## src/hdl/rbc_pkg.sv

```systemverilog
// Shared types, constants and helpers for the RGB brightness/contrast block.
// No dependencies; imported by every module of the block.
`default_nettype none

package rbc_pkg;

    localparam int CH_W       = 8;
    localparam int LANES      = 3;
    localparam int TDATA_W    = LANES * CH_W;
    localparam int BRIGHT_W   = 9;
    localparam int FACTOR_W   = 18;
    localparam int FRAC_BITS  = 16;
    localparam int PROD_W     = 29;
    localparam int CFG_ADDR_W = 2;
    localparam int CFG_DATA_W = 13;
    localparam int BASE_W     = 9;
    localparam int OFFSET_W   = 13;
    localparam int SUM_W      = 14;
    localparam int DIV_STEPS  = FACTOR_W;
    localparam int DIV_CNT_W  = $clog2(DIV_STEPS + 1);

    localparam logic [8:0]          CONTRAST_NUM = 9'd259;
    localparam logic [7:0]          CONTRAST_DEN = 8'd255;
    localparam logic [FACTOR_W-1:0] FACTOR_ONE   = FACTOR_W'(1 << FRAC_BITS);

    typedef enum logic [CFG_ADDR_W-1:0] {
        CFG_BASE_BRIGHT   = 2'd0,
        CFG_BASE_CONTRAST = 2'd1,
        CFG_OFF_BRIGHT    = 2'd2,
        CFG_OFF_CONTRAST  = 2'd3
    } t_cfg_addr;

    typedef enum logic [1:0] {
        DIV_IDLE,
        DIV_LOAD,
        DIV_RUN
    } t_div_state;

    typedef struct packed {
        logic                       busy;
        logic signed [BRIGHT_W-1:0] bright;
        logic [FACTOR_W-1:0]        factor;
    } t_setup;

    // Clamp an effective setting to -128..128.
    function automatic logic signed [BRIGHT_W-1:0] clamp_setting(
        input logic signed [SUM_W-1:0] v
    );
        logic signed [BRIGHT_W-1:0] r;
        if (v < -14'sd128) begin
            r = -9'sd128;
        end else if (v > 14'sd128) begin
            r = 9'sd128;
        end else begin
            r = v[BRIGHT_W-1:0];
        end
        return r;
    endfunction

endpackage

`default_nettype wire

```

## src/hdl/rbc_setup.sv

```systemverilog
// Settings registers, clamped brightness and the contrast factor divider.
// Depends on rbc_pkg.
`default_nettype none

module rbc_setup import rbc_pkg::*; (
    input  logic                  i_clk,
    input  logic                  i_rst_n,
    input  logic                  i_cfg_we,
    input  t_cfg_addr             i_cfg_addr,
    input  logic [CFG_DATA_W-1:0] i_cfg_data,
    output t_setup                o_setup
);

    logic signed [BASE_W-1:0]   r_base_bright;
    logic signed [BASE_W-1:0]   r_base_contrast;
    logic signed [OFFSET_W-1:0] r_off_bright;
    logic signed [OFFSET_W-1:0] r_off_contrast;
    logic signed [BRIGHT_W-1:0] r_bright;
    logic [FACTOR_W-1:0]        r_factor;

    t_div_state                 r_state;
    t_div_state                 n_state;
    logic [DIV_CNT_W-1:0]       r_cnt;
    logic [18:0]                r_rem;
    logic [18:0]                r_div4;
    logic [FACTOR_W-1:0]        r_quot;

    logic signed [SUM_W-1:0]    w_sum_b;
    logic signed [SUM_W-1:0]    w_sum_c;
    logic signed [BRIGHT_W-1:0] w_c;
    logic signed [9:0]          w_cp;
    logic signed [9:0]          w_cm;
    logic [16:0]                w_a;
    logic [16:0]                w_den;
    logic [19:0]                w_shift;
    logic [19:0]                w_diff;
    logic                       w_ge;
    logic [FACTOR_W-1:0]        w_qnext;
    logic                       w_busy;
    logic                       w_load;
    logic                       w_step;

    always_ff @(posedge i_clk) begin
        if (!i_rst_n) begin
            r_base_bright   <= '0;
            r_base_contrast <= '0;
            r_off_bright    <= '0;
            r_off_contrast  <= '0;
        end else if (i_cfg_we) begin
            unique case (i_cfg_addr)
                CFG_BASE_BRIGHT:   r_base_bright   <= i_cfg_data[BASE_W-1:0];
                CFG_BASE_CONTRAST: r_base_contrast <= i_cfg_data[BASE_W-1:0];
                CFG_OFF_BRIGHT:    r_off_bright    <= i_cfg_data;
                CFG_OFF_CONTRAST:  r_off_contrast  <= i_cfg_data;
                default: ;
            endcase
        end
    end

    assign w_sum_b = {{(SUM_W-BASE_W){r_base_bright[BASE_W-1]}}, r_base_bright}
                   + {r_off_bright[OFFSET_W-1], r_off_bright};
    assign w_sum_c = {{(SUM_W-BASE_W){r_base_contrast[BASE_W-1]}}, r_base_contrast}
                   + {r_off_contrast[OFFSET_W-1], r_off_contrast};
    assign w_c     = clamp_setting(w_sum_c);

    // Numerator 259*(C+255) and divisor 255*(259-C), both positive.
    assign w_cp  = {w_c[BRIGHT_W-1], w_c} + 10'sd255;
    assign w_cm  = 10'sd259 - {w_c[BRIGHT_W-1], w_c};
    assign w_a   = {8'd0, w_cp[8:0]} * {8'd0, CONTRAST_NUM};
    assign w_den = {8'd0, w_cm[8:0]} * {9'd0, CONTRAST_DEN};

    // Restoring divide against 4*den: first step yields the 2^1 bit.
    assign w_shift = {r_rem, 1'b0};
    assign w_diff  = w_shift - {1'b0, r_div4};
    assign w_ge    = (w_shift >= {1'b0, r_div4});
    assign w_qnext = {r_quot[FACTOR_W-2:0], w_ge};

    always_comb begin
        n_state = r_state;
        priority if (i_cfg_we) begin
            n_state = DIV_LOAD;
        end else if (r_state == DIV_LOAD) begin
            n_state = DIV_RUN;
        end else if (r_state == DIV_RUN && r_cnt == DIV_CNT_W'(1)) begin
            n_state = DIV_IDLE;
        end
    end

    always_comb begin
        w_busy = 1'b1;
        w_load = 1'b0;
        w_step = 1'b0;
        unique case (r_state)
            DIV_IDLE: w_busy = 1'b0;
            DIV_LOAD: w_load = 1'b1;
            DIV_RUN:  w_step = 1'b1;
            default:  w_busy = 1'b1;
        endcase
    end

    always_ff @(posedge i_clk) begin
        if (!i_rst_n) begin
            r_state  <= DIV_IDLE;
            r_cnt    <= '0;
            r_factor <= FACTOR_ONE;
            r_bright <= '0;
        end else begin
            r_state  <= n_state;
            r_bright <= clamp_setting(w_sum_b);
            if (w_load) begin
                r_cnt <= DIV_CNT_W'(DIV_STEPS);
            end else if (w_step) begin
                r_cnt <= r_cnt - DIV_CNT_W'(1);
                if (r_cnt == DIV_CNT_W'(1)) begin
                    r_factor <= w_qnext;
                end
            end
        end
    end

    always_ff @(posedge i_clk) begin
        if (w_load) begin
            r_rem  <= {2'b00, w_a};
            r_div4 <= {w_den, 2'b00};
        end else if (w_step) begin
            r_rem  <= w_ge ? w_diff[18:0] : w_shift[18:0];
            r_quot <= w_qnext;
        end
    end

    assign o_setup.busy   = w_busy;
    assign o_setup.bright = r_bright;
    assign o_setup.factor = r_factor;

`ifndef SYNTHESIS
    a_write_busy: assert property (@(posedge i_clk) disable iff (!i_rst_n)
        i_cfg_we |=> (r_state == DIV_LOAD))
        else $error("settings write did not restart the factor divide");

    a_rem_bound: assert property (@(posedge i_clk) disable iff (!i_rst_n)
        (r_state == DIV_RUN) |-> (r_rem < r_div4))
        else $error("divider remainder escaped its bound");

    a_cnt_live: assert property (@(posedge i_clk) disable iff (!i_rst_n)
        (r_state == DIV_RUN) |-> (r_cnt != '0))
        else $error("divider running with exhausted step count");

    a_factor_range: assert property (@(posedge i_clk) disable iff (!i_rst_n)
        (r_state == DIV_IDLE) |->
            (r_factor >= 18'd21840 && r_factor <= 18'd194620))
        else $error("contrast factor out of range while idle");
`endif

endmodule

`default_nettype wire

```

## src/hdl/rbc_lane.sv

```systemverilog
// One color channel: offset and scale multiply, then pivot and saturate.
// Depends on rbc_pkg.
`default_nettype none

module rbc_lane import rbc_pkg::*; (
    input  logic                       i_clk,
    input  logic                       i_ld_px,
    input  logic                       i_ld_prod,
    input  logic                       i_ld_out,
    input  logic [CH_W-1:0]            i_px,
    input  logic signed [BRIGHT_W-1:0] i_bright,
    input  logic [FACTOR_W-1:0]        i_factor,
    output logic [CH_W-1:0]            o_px
);

    logic [CH_W-1:0]          r_px;
    logic signed [PROD_W-1:0] r_prod;
    logic [CH_W-1:0]          r_out;

    logic signed [9:0]        w_val;
    logic signed [PROD_W-1:0] w_prod;
    logic signed [13:0]       w_q;
    logic [CH_W-1:0]          n_out;

    // x + B - 128 lies in -256..255
    assign w_val  = $signed({2'b00, r_px}) + $signed({i_bright[BRIGHT_W-1], i_bright})
                  - $signed(10'd128);
    assign w_prod = $signed({1'b0, i_factor}) * w_val;

    // Floor by arithmetic shift, then add the mid-grey pivot.
    assign w_q = $signed({r_prod[PROD_W-1], r_prod[PROD_W-1:FRAC_BITS]}) + 14'sd128;

    always_comb begin
        priority if (w_q[13]) begin
            n_out = '0;
        end else if (w_q > 14'sd255) begin
            n_out = '1;
        end else begin
            n_out = w_q[CH_W-1:0];
        end
    end

    always_ff @(posedge i_clk) begin
        if (i_ld_px) begin
            r_px <= i_px;
        end
        if (i_ld_prod) begin
            r_prod <= w_prod;
        end
        if (i_ld_out) begin
            r_out <= n_out;
        end
    end

    assign o_px = r_out;

endmodule

`default_nettype wire

```

## src/hdl/rgb_brightness_contrast.sv

```systemverilog
// Top level of the RGB brightness/contrast block: stream handshake, pipeline
// control and output merge. Depends on rbc_pkg, rbc_setup and rbc_lane.
//
//   channel | dir | handshake                          | payload
//   --------+-----+------------------------------------+--------------------------
//   s_axis  | in  | i_s_axis_tvalid / o_s_axis_tready  | red, green, blue in
//   m_axis  | out | o_m_axis_tvalid / i_m_axis_tready  | red, green, blue out
//   cfg     | in  | i_cfg_we (no stall)                | i_cfg_addr, i_cfg_data
//
// One pixel per cycle while m_axis is ready and no divide runs; three lanes,
// three stages: pixel, product and output registers, the last offered on m_axis.
// Any settings write starts the contrast factor divide: a load state plus
// 18 steps, one quotient bit per cycle, during which s_axis is not ready.
// Synchronous active-low reset clears settings to zero (factor 1.0).
// A stall on m_axis backs up through the stages; each stage holds its request.
`default_nettype none

module rgb_brightness_contrast import rbc_pkg::*; (
    input  logic                  i_clk,
    input  logic                  i_rst_n,
    input  logic                  i_s_axis_tvalid,
    output logic                  o_s_axis_tready,
    input  logic [TDATA_W-1:0]    i_s_axis_tdata,   // red_in, green_in, blue_in
    output logic                  o_m_axis_tvalid,
    input  logic                  i_m_axis_tready,
    output logic [TDATA_W-1:0]    o_m_axis_tdata,   // red_out, green_out, blue_out
    input  logic                  i_cfg_we,
    input  logic [CFG_ADDR_W-1:0] i_cfg_addr,
    input  logic [CFG_DATA_W-1:0] i_cfg_data
);

    t_setup          w_setup;
    logic            r_v1;
    logic            r_v2;
    logic            r_v3;
    logic            w_free1;
    logic            w_free2;
    logic            w_free3;
    logic            w_ld1;
    logic            w_ld2;
    logic            w_ld3;
    logic [CH_W-1:0] w_out [LANES];

    rbc_setup u_setup (
        .i_clk      (i_clk),
        .i_rst_n    (i_rst_n),
        .i_cfg_we   (i_cfg_we),
        .i_cfg_addr (t_cfg_addr'(i_cfg_addr)),
        .i_cfg_data (i_cfg_data),
        .o_setup    (w_setup)
    );

    assign w_free3 = !r_v3 || i_m_axis_tready;
    assign w_free2 = !r_v2 || w_free3;
    assign w_free1 = !r_v1 || w_free2;

    assign o_s_axis_tready = w_free1 && !w_setup.busy;
    assign w_ld1 = i_s_axis_tvalid && o_s_axis_tready;
    assign w_ld2 = r_v1 && w_free2;
    assign w_ld3 = r_v2 && w_free3;

    always_ff @(posedge i_clk) begin
        if (!i_rst_n) begin
            r_v1 <= 1'b0;
            r_v2 <= 1'b0;
            r_v3 <= 1'b0;
        end else begin
            if (w_ld1) begin
                r_v1 <= 1'b1;
            end else if (w_ld2) begin
                r_v1 <= 1'b0;
            end
            if (w_ld2) begin
                r_v2 <= 1'b1;
            end else if (w_ld3) begin
                r_v2 <= 1'b0;
            end
            if (w_ld3) begin
                r_v3 <= 1'b1;
            end else if (i_m_axis_tready) begin
                r_v3 <= 1'b0;
            end
        end
    end

    for (genvar g = 0; g < LANES; g++) begin : g_lane
        rbc_lane u_lane (
            .i_clk     (i_clk),
            .i_ld_px   (w_ld1),
            .i_ld_prod (w_ld2),
            .i_ld_out  (w_ld3),
            .i_px      (i_s_axis_tdata[g*CH_W +: CH_W]),
            .i_bright  (w_setup.bright),
            .i_factor  (w_setup.factor),
            .o_px      (w_out[g])
        );
    end

    // Merge the lane registers into one output request.
    always_comb begin
        o_m_axis_tdata = '0;
        for (int k = 0; k < LANES; k++) begin
            o_m_axis_tdata[k*CH_W +: CH_W] = w_out[k];
        end
    end

    assign o_m_axis_tvalid = r_v3;

endmodule

`default_nettype wire
```

## config.mk

```make
export PLATFORM = sky130hd
export DESIGN_NAME = rgb_brightness_contrast
export DESIGN_NICKNAME = d
export VERILOG_FILES = /design/src/hdl/rbc_pkg.sv /design/src/hdl/rbc_setup.sv /design/src/hdl/rbc_lane.sv /design/src/hdl/rgb_brightness_contrast.sv
export SDC_FILE = /design/constraint.sdc
export NUM_CORES = 2
export LEC_CHECK = 0
export ABC_AREA = 1
export BUFFER_PORTS_ARGS = -buffer_cell sky130_fd_sc_hd__buf_2
export CORE_ASPECT_RATIO = 1.4
export CORE_UTILIZATION = 45
export DETAILED_ROUTE_END_ITERATION = 8
export GPL_ROUTABILITY_DRIVEN = 0
export PLACE_DENSITY = 0.72
export SLEW_MARGIN = 20
export SYNTH_ARGS = -nofsm -noshare
export SYNTH_HDL_FRONTEND = slang
export SYNTH_SLANG_ARGS = --single-unit
```

## constraint.sdc

```tcl
create_clock -name i_clk -period 17.44 [get_ports i_clk]
set_input_delay 0.872 -clock i_clk [delete_from_list [all_inputs] [get_ports i_clk]]
set_output_delay 0.872 -clock i_clk [all_outputs]
set_load 0.01 [all_outputs]
```

==> results.json <==
{
  "outcome": "finished clean",
  "fin_crit_ps": 7310,
  "final_layout_size_suffix_gt1_share_pct": 5.19,
  "ys_ff_latch": 221,
  "vias_per_cell": 5.25,
  "wl_per_cell_microns": 16.9,
  "min_period_over_period_pct": 41.9,
  "yosysWarnings": 0,
  "nNetsFinal": 4608,
  "p_int_w": 0.00181,
  "root_buffer": "clkbuf_16",
  "clk_pin_slew_worst_paths_ps": 60,
  "core_area_sq_um": 68000,
  "layout.core_utilization_pct": 48.8,
  "synth_cells": 3722,
  "critical_path_class": "reg2reg",
  "synth_ff_type": "edfxtp_1",
  "clkLatencyLatePin_ps": 620,
  "avgSynthCellArea_sq_um": 8.33,
  "rsz0062_at_grt": "false",
  "p_sw_w": 0.00161,
  "synth_seq_area_share_pct": 18.7,
  "leakage_nw": 16.8,
  "cp_max_fo": 16,
  "port_buffers": 69,
  "combPwrFrac_pct": 61.1,
  "end_kind": "flop",
  "max_slew_margin_pct": 21.6,
  "grt_pass1_vias": 25966,
  "place_ws_ps": 10200,
  "antenna_found_initial": 2,
  "skew_ps": 32.2,
  "grt-ovfl-total": 0,
  "switching_share_pct": 47.0,
  "cts.path.max_buffers": 3,
  "drt_iter0_drc": 1464,
  "slowest_stage": "fa_1",
  "synth.distinct_cells": 58,
  "setup_violations": 0,
  "seqPwrFrac_pct": 21.7,
  "area_growth_pct": 7.09,
  "die_area_sq_um": 70000,
  "setup_tns_ps": 0,
  "synth-async-reset-ratio_pct": 0,
  "die_y_microns": 313,
  "htreeDepth": 1,
  "critical-path-max-stage-delay_ps": 490,
  "rows": 113,
  "cts_sinks": 221,
  "ant_nets": 0,
  "clockPowerShare_pct": 17.2,
  "drv_slew": 0,
  "grt_max_degree": 58,
  "cts_tree": "done",
  "synth_edf_count": 138,
  "track_usage_pct": 23.3,
  "total_power_w": 0.00342,
  "cap_violations": 0,
  "firstDrtPassIters": 5,
  "critPathArrivalTime_ps": 7650,
  "ios": 70,
  "cts_buffers": 27,
  "start_util_pct": 45.6,
  "drc": 0,
  "worst_pin_slew_ps": 1170,
  "vias": 24579,
  "vdd_drop_max_v": 0.000424,
  "syn_area_sq_um": 31000,
  "holdBufCountCts": 0,
  "dieWidth_microns": 224,
  "cts_setup_buffers": 0,
  "routed_wl_microns": 79000,
  "startpoint_type": "flop",
  "required_ps": 17780,
  "syn_nets": 4592,
  "grt_pass1_wl_microns": 129000,
  "clock.fmax_mhz": 137,
  "hp-class": "in2reg",
  "dp_hpwl_microns": 63100,
  "post_cts_resize_count": 0,
  "finalHoldViolCount": 0,
  "p_per_area_nw_per_um2": 103,
  "setup_ws_ps": 10130
}
[flip-flops by register name (all words and copies together) (netlist names), 13 cells and up]
register                count
g_lane.u_lane.o_px         24
g_lane.u_lane.r_prod       39
g_lane.u_lane.r_px         24
u_setup.r_div4             17
u_setup.r_factor           18
u_setup.r_off_bright       13
u_setup.r_off_contrast     13
u_setup.r_quot             17
u_setup.r_rem              19
[power groups by stage]
stage | clock network (W) | registers, W | logic (W)
6_report | 0.000588 | 0.000743 | 0.00209
5_1_grt | 0.000623 | 0.000749 | 0.00239
4_1_cts | 0.000602 | 0.000742 | 0.00211
3_5_place_dp | 0 | 0.000753 | 0.00209
3_3_place_gp | 0 | 0.000750 | 0.00206
2_1_floorplan | 0 | 0.000743 | 0.00155
[stage by stage]
step / cell area [sq um] / cells / hold WS [ps]
3_5_place_dp: 32300 / 4629 / 432
6_report: 33200 / 4680 / 443
3_3_place_gp: 32300 / 4629 / 427
4_1_cts: 33200 / 4679 / 408
2_1_floorplan: 31000 / 3722 / 421
5_1_grt: 33200 / 4680 / 411
[cells by family (layout without fill, tap and decap cells)]
| family | count (synthesis) | in the layout | share of synthesized area (%) |
|---|---|---|---|
| XOR/XNOR | 110 | 110 | 3.13 |
| other | 0 | 1 | 0 |
| AND/OR/NAND/NOR | 1211 | 1211 | 15.8 |
| adder cells (fa/ha/maj) | 826 | 826 | 43.3 |
| flip-flops | 221 | 221 | 18.7 |
| buffers and inverters | 890 | 927 | 10.8 |
| AO/OA/AOI/OAI | 464 | 464 | 8.24 |
[synthesized netlist by cell type (all sizes together), types with 2 or more instances]
cell type | number | share of area, %
inv | 773 | 9.4
nand2 | 719 | 8.8
fa | 413 | 27
ha | 413 | 17
nor2 | 324 | 3.9
a21oi | 207 | 3.3
o21ai | 179 | 2.9
edfxtp | 138 | 13
clkbuf | 94 | 1.1
nand3 | 92 | 1.5
dfxtp | 83 | 5.4
xor2 | 79 | 2.3
xnor2 | 31 | 0.88
nand4 | 26 | 0.52
nor3 | 18 | 0.29
or2 | 17 | 0.34
a31oi | 13 | 0.26
buf | 13 | 0.21
o211ai | 12 | 0.31
a21o | 11 | 0.27
clkinv | 10 | 0.12
o21a | 7 | 0.17
a211oi | 6 | 0.15
nand3b | 6 | 0.15
and2 | 5 | 0.10
o21bai | 5 | 0.12
o221ai | 4 | 0.11
a221oi | 3 | 0.085
o311ai | 3 | 0.085
o31ai | 3 | 0.089
a41oi | 2 | 0.056
nor4 | 2 | 0.040
[layer usage]
layer	global-route usage [%]	vias to the layer above	part of all wire (%)
met1	24.9	11864	36
met2	43.2	767	51
met5	0	-	0.014
li1	-	11645	-
met3	3.46	301	5.9
met4	13.6	2	6.8
[critical path, delay by kind of cell (launching register included)]
family,cells,cell delay [ps]
AO/OA/AOI/OAI,10,1700
buffers and inverters,6,610
XOR/XNOR,1,80
adder cells (fa/ha/maj),8,3280
AND/OR/NAND/NOR,7,1010
flip-flops,1,380
[path summary, 6_finish.rpt]
| kind | start | end | slack [ps] | depth (start not counted) |
|---|---|---|---|---|
| hold reg to reg | u_setup.r_quot[9] | u_setup.r_quot[10] | 440 | 0 |
| hold / removal | i_s_axis_tdata[10] | g_lane[1].u_lane.r_px[2] | 440 | 1 |
| setup / recovery | g_lane[0].u_lane.r_px[3] | g_lane[0].u_lane.r_prod[22] | 10130 | 32 |
| setup reg to reg | g_lane[0].u_lane.r_px[3] | g_lane[0].u_lane.r_prod[22] | 10130 | 32 |
[area by class of cell]
class / instances / area, sq um
tap: 920 / 1150
multi-input combinational: 2611 / 21900
clock inverter: 21 / 209
inverter: 783 / 2940
fill: 6410 / 34800
sequential: 221 / 5810
antenna: 1 / 2.50
timing repair buffer: 94 / 533
clock buffer: 29 / 704
[cell usage in the layout, fill, tap and decap left out, types with 4 or more instances in the layout]
cell / Yosys / layout
inv_1: 767 / 766
nand2_1: 706 / 706
fa_1: 413 / 413
ha_1: 413 / 412
nor2_1: 322 / 321
a21oi_1: 207 / 206
o21ai_0: 175 / 175
edfxtp_1: 138 / 138
nand3_1: 90 / 90
dfxtp_1: 83 / 83
xor2_1: 78 / 78
buf_2: 4 / 69
xnor2_1: 31 / 31
clkbuf_16: 0 / 28
nand4_1: 26 / 26
buf_4: 1 / 25
nor3_1: 18 / 18
or2_2: 17 / 17
a31oi_1: 13 / 13
a21o_1: 11 / 11
clkinv_1: 10 / 11
nand2_2: 11 / 11
o211ai_1: 11 / 11
inv_2: 6 / 7
o21a_1: 7 / 7
a211oi_1: 6 / 6
nand3b_1: 6 / 6
o21bai_1: 5 / 5
inv_6: 0 / 5
and2_1: 4 / 4
o221ai_1: 4 / 4
Power figures use the tool's default switching activity.
